File: src/design/olist_pkg.sv
// Shared types, sizes and codes for the ordered list block.
package olist_pkg;

  localparam int CAPACITY   = 16;
  localparam int DATA_WIDTH = 32;

  localparam int OPCODE_W   = 2;
  localparam int POS_W      = 5;
  localparam int ITEM_W     = 32;
  localparam int STATUS_W   = 2;
  localparam int FOUND_W    = 4;
  localparam int COUNT_W    = 5;

  localparam int IDX_W  = (CAPACITY > 1) ? $clog2(CAPACITY) : 1;
  localparam int CNT_W  = $clog2(CAPACITY + 1);
  localparam int VAL_W  = (DATA_WIDTH < ITEM_W) ? DATA_WIDTH : ITEM_W;
  localparam int CMP_W  = (CNT_W > POS_W) ? CNT_W : POS_W;
  localparam int FX_W   = (IDX_W > FOUND_W) ? IDX_W : FOUND_W;
  localparam int CX_W   = (CNT_W > COUNT_W) ? CNT_W : COUNT_W;

  typedef enum logic [OPCODE_W-1:0] {
    OP_APPEND = 2'd0,
    OP_INSERT = 2'd1,
    OP_DELETE = 2'd2,
    OP_FIND   = 2'd3
  } opcode_t;

  typedef enum logic [STATUS_W-1:0] {
    ST_OK      = 2'd0,
    ST_RANGE   = 2'd1,
    ST_FULL    = 2'd2,
    ST_MISSING = 2'd3
  } status_t;

  typedef enum logic [2:0] {
    S_IDLE,
    S_DECODE,
    S_SHIFT_UP,
    S_SHIFT_DOWN,
    S_SEARCH,
    S_FINISH
  } state_t;

  typedef enum logic [1:0] {
    RS_AT,
    RS_BELOW,
    RS_ABOVE
  } rsel_t;

  typedef enum logic [1:0] {
    WS_APPEND,
    WS_SHIFT,
    WS_PLACE
  } wsel_t;

  typedef struct packed {
    logic    load_cmd;
    logic    j_load_used;
    logic    j_load_pos;
    logic    j_load_zero;
    logic    j_inc;
    logic    j_dec;
    logic    wr_en;
    wsel_t   wsel;
    rsel_t   rsel;
    logic    cnt_inc;
    logic    cnt_dec;
    logic    set_status;
    status_t status;
    logic    set_found;
    logic    load_out;
  } ctrl_cmd_t;

  typedef struct packed {
    opcode_t op;
    logic    pos_above_used;
    logic    pos_not_below_used;
    logic    full;
    logic    j_above_pos;
    logic    next_below_used;
    logic    j_below_used;
    logic    hit;
    logic    out_free;
  } dp_stat_t;

endpackage

File: src/design/ordered_list_insert_delete_find.sv
// Top level of the fixed-capacity ordered list with append, insert, delete and find.
//
// Input beats carry one command: opcode, position and item_value. A beat is
// taken when in_valid is high and in_stall is low. The block works on one
// command at a time and holds in_stall high from the cycle after a beat is
// taken until its result has been loaded into the output register.
// Every command yields one output beat with status, found_position and
// entry_count, taken when out_valid is high and out_stall is low.
// An append or a rejected command goes from decode straight to the finish
// state. An insert at position p moves the entries from p upward one place
// and then writes the item at p, a delete at p moves the entries above p
// down one place, and a find compares the entries from index 0 until one
// matches or the used entries run out. The length of a command is set by the
// single entry read port, which moves or compares one entry per cycle, and
// the next beat can be taken in the cycle after the result is loaded.
// While the receiver stalls, the result stays in the output register and the
// next command can still be taken and worked on; it then waits before its
// result is loaded. Synchronous reset empties the list and drops any result.
module ordered_list_insert_delete_find (
  input  logic                           clk,
  input  logic                           rst_n,
  input  logic                           in_valid,
  output logic                           in_stall,
  input  logic [olist_pkg::OPCODE_W-1:0] in_opcode,
  input  logic [olist_pkg::POS_W-1:0]    in_position,
  input  logic [olist_pkg::ITEM_W-1:0]   in_item_value,
  output logic                           out_valid,
  input  logic                           out_stall,
  output logic [olist_pkg::STATUS_W-1:0] out_status,
  output logic [olist_pkg::FOUND_W-1:0]  out_found_position,
  output logic [olist_pkg::COUNT_W-1:0]  out_entry_count
);
  import olist_pkg::*;

  ctrl_cmd_t cmd;
  dp_stat_t  stat;

  olist_ctrl u_ctrl (
    .clk      (clk),
    .rst_n    (rst_n),
    .in_valid (in_valid),
    .in_stall (in_stall),
    .stat     (stat),
    .cmd      (cmd)
  );

  olist_dp u_dp (
    .clk                (clk),
    .rst_n              (rst_n),
    .in_opcode          (in_opcode),
    .in_position        (in_position),
    .in_item_value      (in_item_value),
    .out_valid          (out_valid),
    .out_stall          (out_stall),
    .out_status         (out_status),
    .out_found_position (out_found_position),
    .out_entry_count    (out_entry_count),
    .cmd                (cmd),
    .stat               (stat)
  );

endmodule

File: src/design/olist_ctrl.sv
// Controller state machine that sequences each list command.
module olist_ctrl (
  input  logic                 clk,
  input  logic                 rst_n,
  input  logic                 in_valid,
  output logic                 in_stall,
  input  olist_pkg::dp_stat_t  stat,
  output olist_pkg::ctrl_cmd_t cmd
);
  import olist_pkg::*;

  state_t state_r;
  state_t state_nxt;

  always_ff @(posedge clk) begin
    if (!rst_n) begin
      state_r <= S_IDLE;
    end else begin
      state_r <= state_nxt;
    end
  end

  assign in_stall = (state_r != S_IDLE);

  always_comb begin
    cmd       = '0;
    cmd.rsel  = RS_AT;
    cmd.wsel  = WS_SHIFT;
    state_nxt = state_r;
    case (state_r)
      S_IDLE: begin
        if (in_valid) begin
          cmd.load_cmd = 1'b1;
          state_nxt    = S_DECODE;
        end
      end
      S_DECODE: begin
        state_nxt = S_FINISH;
        case (stat.op)
          OP_APPEND: begin
            if (stat.full) begin
              cmd.set_status = 1'b1;
              cmd.status     = ST_FULL;
            end else begin
              cmd.wr_en   = 1'b1;
              cmd.wsel    = WS_APPEND;
              cmd.cnt_inc = 1'b1;
            end
          end
          OP_INSERT: begin
            if (stat.pos_above_used) begin
              cmd.set_status = 1'b1;
              cmd.status     = ST_RANGE;
            end else if (stat.full) begin
              cmd.set_status = 1'b1;
              cmd.status     = ST_FULL;
            end else begin
              cmd.j_load_used = 1'b1;
              state_nxt       = S_SHIFT_UP;
            end
          end
          OP_DELETE: begin
            if (stat.pos_not_below_used) begin
              cmd.set_status = 1'b1;
              cmd.status     = ST_RANGE;
            end else begin
              cmd.j_load_pos = 1'b1;
              state_nxt      = S_SHIFT_DOWN;
            end
          end
          OP_FIND: begin
            cmd.set_status  = 1'b1;
            cmd.status      = ST_MISSING;
            cmd.j_load_zero = 1'b1;
            state_nxt       = S_SEARCH;
          end
          default: begin
            state_nxt = S_FINISH;
          end
        endcase
      end
      S_SHIFT_UP: begin
        cmd.rsel = RS_BELOW;
        if (stat.j_above_pos) begin
          cmd.wr_en = 1'b1;
          cmd.wsel  = WS_SHIFT;
          cmd.j_dec = 1'b1;
        end else begin
          cmd.wr_en   = 1'b1;
          cmd.wsel    = WS_PLACE;
          cmd.cnt_inc = 1'b1;
          state_nxt   = S_FINISH;
        end
      end
      S_SHIFT_DOWN: begin
        cmd.rsel = RS_ABOVE;
        if (stat.next_below_used) begin
          cmd.wr_en = 1'b1;
          cmd.wsel  = WS_SHIFT;
          cmd.j_inc = 1'b1;
        end else begin
          cmd.cnt_dec = 1'b1;
          state_nxt   = S_FINISH;
        end
      end
      S_SEARCH: begin
        cmd.rsel = RS_AT;
        if (stat.j_below_used) begin
          if (stat.hit) begin
            cmd.set_status = 1'b1;
            cmd.status     = ST_OK;
            cmd.set_found  = 1'b1;
            state_nxt      = S_FINISH;
          end else begin
            cmd.j_inc = 1'b1;
          end
        end else begin
          state_nxt = S_FINISH;
        end
      end
      S_FINISH: begin
        if (stat.out_free) begin
          cmd.load_out = 1'b1;
          state_nxt    = S_IDLE;
        end
      end
      default: begin
        state_nxt = S_IDLE;
      end
    endcase
  end

endmodule

File: src/design/olist_dp.sv
// Datapath with the entry registers, entry count, walk index and result register.
module olist_dp (
  input  logic                                clk,
  input  logic                                rst_n,
  input  logic [olist_pkg::OPCODE_W-1:0]      in_opcode,
  input  logic [olist_pkg::POS_W-1:0]         in_position,
  input  logic [olist_pkg::ITEM_W-1:0]        in_item_value,
  output logic                                out_valid,
  input  logic                                out_stall,
  output logic [olist_pkg::STATUS_W-1:0]      out_status,
  output logic [olist_pkg::FOUND_W-1:0]       out_found_position,
  output logic [olist_pkg::COUNT_W-1:0]       out_entry_count,
  input  olist_pkg::ctrl_cmd_t                cmd,
  output olist_pkg::dp_stat_t                 stat
);
  import olist_pkg::*;

  logic [VAL_W-1:0]    ent_r [CAPACITY];
  opcode_t             op_r;
  logic [POS_W-1:0]    pos_r;
  logic [VAL_W-1:0]    val_r;
  logic [CNT_W-1:0]    used_r;
  logic [CNT_W-1:0]    j_r;
  status_t             status_r;
  logic [IDX_W-1:0]    found_r;
  logic                out_valid_r;
  logic [STATUS_W-1:0] out_status_r;
  logic [FOUND_W-1:0]  out_found_r;
  logic [COUNT_W-1:0]  out_count_r;

  logic [CMP_W-1:0]    pos_x;
  logic [CMP_W-1:0]    used_x;
  logic [CMP_W-1:0]    j_x;
  logic [CNT_W-1:0]    j_plus;
  logic [CNT_W-1:0]    j_minus;
  logic [CNT_W-1:0]    rd_idx;
  logic [VAL_W-1:0]    rd_data;
  logic [CNT_W-1:0]    wr_idx;
  logic [VAL_W-1:0]    wr_data;

  assign pos_x   = CMP_W'(pos_r);
  assign used_x  = CMP_W'(used_r);
  assign j_x     = CMP_W'(j_r);
  assign j_plus  = j_r + CNT_W'(1);
  assign j_minus = j_r - CNT_W'(1);

  always_comb begin
    case (cmd.rsel)
      RS_BELOW: rd_idx = j_minus;
      RS_ABOVE: rd_idx = j_plus;
      default:  rd_idx = j_r;
    endcase
  end

  assign rd_data = ent_r[rd_idx[IDX_W-1:0]];

  always_comb begin
    case (cmd.wsel)
      WS_APPEND: begin
        wr_idx  = used_r;
        wr_data = val_r;
      end
      WS_PLACE: begin
        wr_idx  = pos_x[CNT_W-1:0];
        wr_data = val_r;
      end
      default: begin
        wr_idx  = j_r;
        wr_data = rd_data;
      end
    endcase
  end

  always_comb begin
    stat.op                 = op_r;
    stat.pos_above_used     = (pos_x > used_x);
    stat.pos_not_below_used = (pos_x >= used_x);
    stat.full               = (used_r >= CNT_W'(CAPACITY));
    stat.j_above_pos        = (j_x > pos_x);
    stat.next_below_used    = (j_plus < used_r);
    stat.j_below_used       = (j_r < used_r);
    stat.hit                = (rd_data == val_r);
    stat.out_free           = !out_valid_r || !out_stall;
  end

  always_ff @(posedge clk) begin
    if (cmd.wr_en) begin
      ent_r[wr_idx[IDX_W-1:0]] <= wr_data;
    end
  end

  always_ff @(posedge clk) begin
    if (cmd.load_cmd) begin
      op_r  <= opcode_t'(in_opcode);
      pos_r <= in_position;
      val_r <= in_item_value[VAL_W-1:0];
    end
    if (cmd.j_load_used) begin
      j_r <= used_r;
    end else if (cmd.j_load_pos) begin
      j_r <= pos_x[CNT_W-1:0];
    end else if (cmd.j_load_zero) begin
      j_r <= '0;
    end else if (cmd.j_inc) begin
      j_r <= j_plus;
    end else if (cmd.j_dec) begin
      j_r <= j_minus;
    end
    if (cmd.load_cmd) begin
      status_r <= ST_OK;
      found_r  <= '0;
    end else begin
      if (cmd.set_status) begin
        status_r <= cmd.status;
      end
      if (cmd.set_found) begin
        found_r <= j_r[IDX_W-1:0];
      end
    end
    if (cmd.load_out) begin
      out_status_r <= status_r;
      out_found_r  <= FX_W'(found_r) & FX_W'({FOUND_W{1'b1}});
      out_count_r  <= COUNT_W'(CX_W'(used_r));
    end
  end

  always_ff @(posedge clk) begin
    if (!rst_n) begin
      used_r      <= '0;
      out_valid_r <= 1'b0;
    end else begin
      if (cmd.cnt_inc) begin
        used_r <= used_r + CNT_W'(1);
      end else if (cmd.cnt_dec) begin
        used_r <= used_r - CNT_W'(1);
      end
      if (cmd.load_out) begin
        out_valid_r <= 1'b1;
      end else if (!out_stall) begin
        out_valid_r <= 1'b0;
      end
    end
  end

  assign out_valid          = out_valid_r;
  assign out_status         = out_status_r;
  assign out_found_position = out_found_r;
  assign out_entry_count    = out_count_r;

endmodule
File: config.mk
export PLATFORM = sky130hd
export DESIGN_NAME = ordered_list_insert_delete_find
export DESIGN_NICKNAME = d
export VERILOG_FILES = /design/src/design/olist_pkg.sv /design/src/design/ordered_list_insert_delete_find.sv /design/src/design/olist_ctrl.sv /design/src/design/olist_dp.sv
export SDC_FILE = /design/constraint.sdc
export NUM_CORES = 1
export LEC_CHECK = 0
export BUFFER_PORTS_ARGS = -buffer_cell sky130_fd_sc_hd__clkbuf_2
export CAP_MARGIN = 5
export CORE_MARGIN = 4
export CORE_UTILIZATION = 30
export DETAILED_ROUTE_END_ITERATION = 6
export SYNTH_ARGS = -nofsm -noshare
export SYNTH_HDL_FRONTEND = slang
export SYNTH_SLANG_ARGS = --single-unit
File: constraint.sdc
create_clock -name clk -period 5.7 [get_ports clk]
set_input_delay 1.14 -clock clk [delete_from_list [all_inputs] [get_ports clk]]
set_output_delay 1.14 -clock clk [all_outputs]
set_load 0.01 [all_outputs]
# Yosys cells after proc, flatten, opt, wreduce, memory -nomap -nowiden
# Memories as Yosys holds them, arrays and structs flattened.
# Cells that the tools add are included.
dict set report word_totals {
  latch_bits 0
  ram_bits 512
  n_memories 1
  word_cells 113
  romBits 0
  output_inout_bits 13
  ff_bits 70
  in_bits 43
}
dict set report op_classes {
  shift 0
  order_cmp 6
  bitwise_logic 0
  eq_ne 18
  multipliers 0
  mux 61
  n_addsub 4
  n_div 0
  n_reduce_logical 11
}
# name depth width rd rd_clocked_by_memory_dff wr line_no
set memory_table {}
lappend memory_table {u_dp.ent_r 16 32 1 0 1 olist_dp.sv:18} ;# logic [VAL_W-1:0] ent_r [CAPACITY];
# op count
set ops {}
lappend ops {{$mux W3} 16}
lappend ops {{$mux W5} 7}
lappend ops {{$eq A32 B32 Y1} 1}
lappend ops {{$mux W32} 1}
lappend ops {{$mux W1} 24}
lappend ops {{$pmux W3 S3} 2}
lappend ops {{$pmux W3 S6} 1}
lappend ops {{$pmux W4 S2} 2}
lappend ops {{$pmux W3 S4} 1}
lappend ops {{$add A5 B1 Y5 const B} 2}
lappend ops {{$gt A5 B5 Y1} 2}
lappend ops {{$lt A5 B5 Y1} 2}
lappend ops {{$sub A5 B1 Y5 const B} 2}
lappend ops {{$eq A2 B2 Y1 const B} 4}
lappend ops {{$mux W4} 2}
lappend ops {{$ne A2 B2 Y1 const B} 4}
lappend ops {{$eq A3 B2 Y1 const B} 2}
lappend ops {{$eq A3 B3 Y1 const B} 2}
lappend ops {{$pmux W3 S2} 1}
lappend ops {{$ge A5 B5 Y1} 1}
lappend ops {{$ge A5 B5 Y1 const B} 1}
lappend ops {{$reduce_and A5 Y1} 1}
lappend ops {{$reduce_bool A5 Y1} 1}
lappend ops {{$eq A2 B1 Y1 const B} 2}
lappend ops {{other kinds (13)} 16}

# Depth between registers and ports, before layout
# An unclocked memory read counts as a cell.
dict set report depth {
  ltp_word 13
  mapped_depth 22
  depth_no_buf 17
}

# Modules after synthesis
# Synthesis repeated with hierarchy kept, for this count alone.
dict set report unflattened {
  cells_unflattened 1254
  area_unflattened_um2 23882.9
}
# mod instances seq_area_each_um2 cells_per_inst area_each_um2
set modules_own_cells {}
lappend modules_own_cells {olist_dp 1 17266.6 1189 23416.2}
lappend modules_own_cells {olist_ctrl 1 60.1 65 466.7}

# Worst setup path before layout
# Ideal clock, no wire load.
dict set report synth_timing {
  kind {register to register}
  from {register u_dp.j_r[1]}
  to {memory u_dp.ent_r[8][0] in the netlist's numbering (enable)}
  setup_time_ns 0.421
  path_buffers 3
  required_ns 5.279
  synth_period_minus_slack_ns 4.956
  arrival_time_ns 4.535
  stages_incl_launch_ff 17
  path_slack_ns 0.744
  cell_sequence {edfxtp_1 -> buf_2 -> buf_2 -> buf_1 -> inv_1 -> ha_1 -> ha_1 -> a21o_1 -> a21oi_1 -> nor2b_1 -> o21ai_0 -> nand2b_1 -> or2_2 -> a22o_1 -> a21oi_1 -> nand2_1 -> nor2_1}
}
dict set report synth_via {
  elab_chain_len 6
  word_cells_on_any_way 11
  classes_between {add/sub: 1; order compare: 2; eq/ne: 1; mux: 6; reduce/logical: 1}
}
# item line_no
set synth_lines {}
lappend synth_lines {{start: declaration} olist_dp.sv:23} ;# logic [CNT_W-1:0] j_r;
lappend synth_lines {{start signal: assignment} olist_dp.sv:99} ;# j_r <= used_r;
lappend synth_lines {{start signal: assignment} olist_dp.sv:101} ;# j_r <= pos_x[CNT_W-1:0];
lappend synth_lines {{start signal: assignment} olist_dp.sv:105} ;# j_r <= j_plus;
lappend synth_lines {{$add A5 B1 Y5} olist_dp.sv:44} ;# assign j_plus = j_r + CNT_W'(1);
lappend synth_lines {{$lt A5 B5 Y1} olist_dp.sv:80} ;# stat.next_below_used = (j_plus < used_r);
lappend synth_lines {{$mux W3} olist_ctrl.sv:97} ;# if (stat.next_below_used) begin
lappend synth_lines {{$pmux W3 S3} olist_ctrl.sv:30} ;# case (state_r)
lappend synth_lines {{$mux W1} olist_dp.sv:87} ;# if (cmd.wr_en) begin
lappend synth_lines {{$mux W1 (implied by the code)} olist_dp.sv:88} ;# ent_r[wr_idx[IDX_W-1:0]] <= wr_data;
lappend synth_lines {{end: declaration} olist_dp.sv:18}
# Several ways; a longest one is shown, not always the timed one.

# Worst setup path after layout
dict set report layout_timing {
  from {register u_ctrl.state_r[2]}
  to {register u_ctrl.state_r[2]}
}
dict set report layout_via {
  elab_chain_len 8
  word_cells_on_any_way 19
  classes_between {eq/ne: 13; mux: 3; reduce/logical: 2; memory: 1}
}
# item line_no
set layout_lines {}
lappend layout_lines {{start: declaration} olist_ctrl.sv:12} ;# state_t state_r;
lappend layout_lines {{start signal: assignment} olist_ctrl.sv:19} ;# state_r <= state_nxt;
lappend layout_lines {{$eq A3 B2 Y1} olist_ctrl.sv:30}
lappend layout_lines {{$pmux W2 S2} olist_ctrl.sv:30}
lappend layout_lines {{$eq A2 B2 Y1 / $eq A2 B1 Y1 (equally long branches)} olist_dp.sv:48} ;# case (cmd.rsel)
lappend layout_lines {{$pmux W4 S2} olist_dp.sv:48}
lappend layout_lines {{$mem_v2 Z16 W32} --}
lappend layout_lines {{$eq A32 B32 Y1} olist_dp.sv:82} ;# stat.hit = (rd_data == val_r);
lappend layout_lines {{$ne A3 B3 Y1 (no line)} --}
lappend layout_lines {{$reduce_and A5 Y1 (no line)} --}
# Several ways; a longest one is shown, not always the timed one.
# A chain may end at the register's enable or synchronous reset.

==> results.json <==
{
  "nNetsFinal": 2018,
  "hold_path.class": "register to register",
  "synth_common_cells": "567 x edfxtp_1, 243 x nand2_1, 133 x mux2i_1, 89 x mux4_2, 69 x nand3_1",
  "placedCellCount": 3034,
  "relSlewSlack_pct": 28.2,
  "cts.sinks": 582,
  "yosysSeqAreaShare_pct": 64.3,
  "io_pins": 56,
  "clkPwrFrac_pct": 26.0,
  "cp_slowest_cell": "o21ai_4",
  "ys_seq_elements": 582,
  "path_buf_inv": 3,
  "status": "finished clean",
  "die-area_um2": 94700,
  "required_ns": 6.22,
  "post-route-period-util_pct": 95.0,
  "drv_slew": 0,
  "clock_skew_ns": 0.0370,
  "fin_crit_ns": 5.42,
  "routed_wl_um": 79200,
  "critPathTopFamily": "compound AO/OA/AOI/OAI gates",
  "cp_data_arrival_time_ns": 5.94,
  "route.detailed.drc": 0,
  "yosysTopAreaCell": "edfxtp_1",
  "grt_max_degree": 57,
  "fmax_ghz": 0.185,
  "area_delta_synth_final_pct": 16.7,
  "synth_fp_nets": 1905,
  "fin_setup_tns_ns": 0,
  "worstPathCellList": "nor2_1 -> nand2_1 -> ha_2 -> o21ai_2 -> o21ai_4 -> buf_4 -> buf_12 -> mux4_2 -> a211oi_1 -> a31oi_1 -> mux2i_1 -> o221ai_1 -> and4b_1 -> nand4_1 -> o21ai_4 -> buf_4 -> o211a_1 -> o2111ai_1 -> o211a_1",
  "p_leak_nw": 10.4,
  "p_seq_share_pct": 38.5,
  "post_drt_wl_per_cell_um": 25.1,
  "cts_root_buf": "clkbuf_16",
  "avgSynthCellArea_um2": 14.7,
  "via_per_inst": 5.44,
  "power.density_nw_per_um2": 516,
  "clockBufferDepth": 3,
  "grt_pass1_vias": 17037,
  "critical_path.max_fanout": 37,
  "p_int_mw": 10.6,
  "numCtsBuffers": 59,
  "stdcell_count": 3162,
  "first_pass_iters": 6,
  "synth.most_common_cell": "edfxtp_1",
  "rr_startpoint": "u_ctrl.state_r[2]",
  "setup_viol": 0,
  "synth_cell_types": 79,
  "insertedDiodeCount": 0,
  "clk_pin_slew_ns": 0.06,
  "synth_area_um2": 27000,
  "dp_hpwl_um": 46900,
  "place_congestion": 0.908,
  "startpoint_type": "register",
  "switchingPower_mw": 5.59,
  "ys.flop_type": "edfxtp_1",
  "gr-total-overflow": 0,
  "die_y_um": 308,
  "netlist.area_leader.share_pct": 63.2,
  "die_w_um": 308,
  "clock_latency_ns": 0.66,
  "row_count": 109,
  "initial_core_util_pct": 30.4,
  "startpoint": "u_ctrl.state_r[2]",
  "crit_type": "register to register",
  "postSynthCellCount": 1834,
  "grt_pass1_wl_um": 115000,
  "antenna_found_initial": 0,
  "portBuffers": 55,
  "fill_cells": 8369,
  "via_count": 17203,
  "max_stage_delay_ns": 0.55,
  "grt_use_total_pct": 16.3,
  "core_area_um2": 88800,
  "hold_ws_ns": 0.443,
  "drv_cap": 0,
  "ant_nets": 0,
  "tritoncts": "built",
  "layout-drive-gt1-share_pct": 21.0,
  "switching_share_pct": 34.4,
  "synth_area_leaders": "edfxtp_1 63%, mux4_2 7.4%, mux2i_1 4.9%, nand2_1 3.4%, mux2_2 1.3%",
  "synth_edf_count": 567,
  "hold_start": "u_dp.found_r[0]",
  "ir_drop_v": 0.000204,
  "fin_total_pwr_mw": 16.2,
  "async_reset_ff_share_pct": 0,
  "endpoint_kind": "register",
  "comb_power_share_pct": 35.5,
  "worst_pin_slew_ns": 1.07,
  "hold_viol_final": 0,
  "drt_iter0_drc": 1632,
  "htree_levels": 2,
  "yosysWarnings": 0
}
through the flow:
step	area (µm²)	util [%]	setup slack [ns]
after global routing	31500	35.4	-0.00598
after CTS	31300	35.2	0.0209
after global placement	29100	32.8	0.150
after floorplan	27000	-	0.744
after detailed placement	29100	32.8	0.0844
final	31500	35.4	0.283
worst paths after layout:
check / to / slack (ns) / cells past startpoint
min: u_dp.out_found_position[0] / 0.44 / 0
min reg2reg: u_dp.out_found_position[0] / 0.44 / 0
max: u_ctrl.state_r[2] / 0.28 / 19
max reg2reg: u_ctrl.state_r[2] / 0.28 / 19
layout by cell type, fill, tap and decap left out, types with 7 or more instances in the layout:
cell / n
nor2_4: 18
o211ai_1: 21
bufinv_16: 13
nor3_1: 13
edfxtp_1: 567
nand2_1: 242
buf_12: 13
nand2b_1: 13
a211oi_1: 18
xor2_1: 15
o2111ai_1: 9
mux2i_1: 132
a22o_1: 9
buf_4: 97
mux4_2: 89
and2_1: 7
nand4_1: 14
a31oi_1: 36
inv_1: 27
clkbuf_2: 55
clkbuf_16: 59
nor2b_1: 10
clkbuf_1: 7
ha_1: 26
a22oi_1: 13
mux2_2: 31
o21ai_0: 45
clkinv_1: 11
a32oi_1: 19
a21oi_1: 40
and3_1: 16
o221ai_1: 7
nand3_1: 69
xnor2_1: 19
mux4_1: 10
o21a_1: 8
clkinv_2: 8
dfxtp_1: 14
nor2_1: 45
a21o_1: 14
kinds of logic (layout without fill, tap and decap cells):
logic type | after synthesis | count (layout) | synth area share [%]
multiplexers | 264 | 264 | 14.7
adder cells (fa/ha/maj) | 28 | 28 | 1.33
AND/OR/NAND/NOR | 476 | 476 | 7.96
AO/OA/AOI/OAI | 307 | 307 | 8.10
flip-flops | 582 | 582 | 64.3
buffers and inverters | 142 | 305 | 2.50
XOR/XNOR | 35 | 35 | 1.14
power by group through the flow:
stage	combinational [mW]	sequential, mW	clock, mW
2_1_floorplan	3.65	6.25	0
3_3_place_gp	5.46	6.33	0
3_5_place_dp	5.62	6.34	0
4_1_cts	5.64	6.25	4.31
5_1_grt	6.22	6.27	4.49
6_report	5.76	6.26	4.23
per-layer routing:
layer / part of all wire (%) / routed length [µm] / global-route usage [%] / vias up
met5: 0 / 0 / 0 / -
met2: 46 / 36800 / 26.0 / 759
met4: 2.4 / 1900 / 4.81 / 0
met3: 8.2 / 6460 / 3.00 / 121
met1: 43 / 34100 / 22.7 / 8833
li1: - / - / - / 7490
final cells by class:
| cell class | instances | area, µm² | area share, % |
|---|---|---|---|
| Clock buffer | 66 | 1500 | 4.78 |
| Timing Repair Buffer | 167 | 1290 | 4.09 |
| Tap cell | 1165 | 1460 | 4.63 |
| Sequential cell | 582 | 17300 | 55.1 |
| Inverter | 27 | 101 | 0.322 |
| Clock inverter | 45 | 624 | 1.98 |
| Multi-Input combinational cell | 1110 | 9160 | 29.1 |
sequential cells by signal, summed over array words and instances, names as in the netlist:
signal / count
u_ctrl.state_r: 3
u_dp.ent_r: 512
u_dp.found_r: 4
u_dp.j_r: 5
u_dp.op_r: 2
u_dp.out_entry_count: 5
u_dp.out_found_position: 4
u_dp.out_status: 2
u_dp.out_valid: 1
u_dp.pos_r: 5
u_dp.status_r: 2
u_dp.used_r: 5
u_dp.val_r: 32
what timing repair did:
action	4_1_cts	5_1_grt
hold buffers	0	0
gates resized for setup	0	7
setup endpoints to repair	0	17
buffers inserted	0	17
Note: power is estimated with default switching activity, not from simulation.
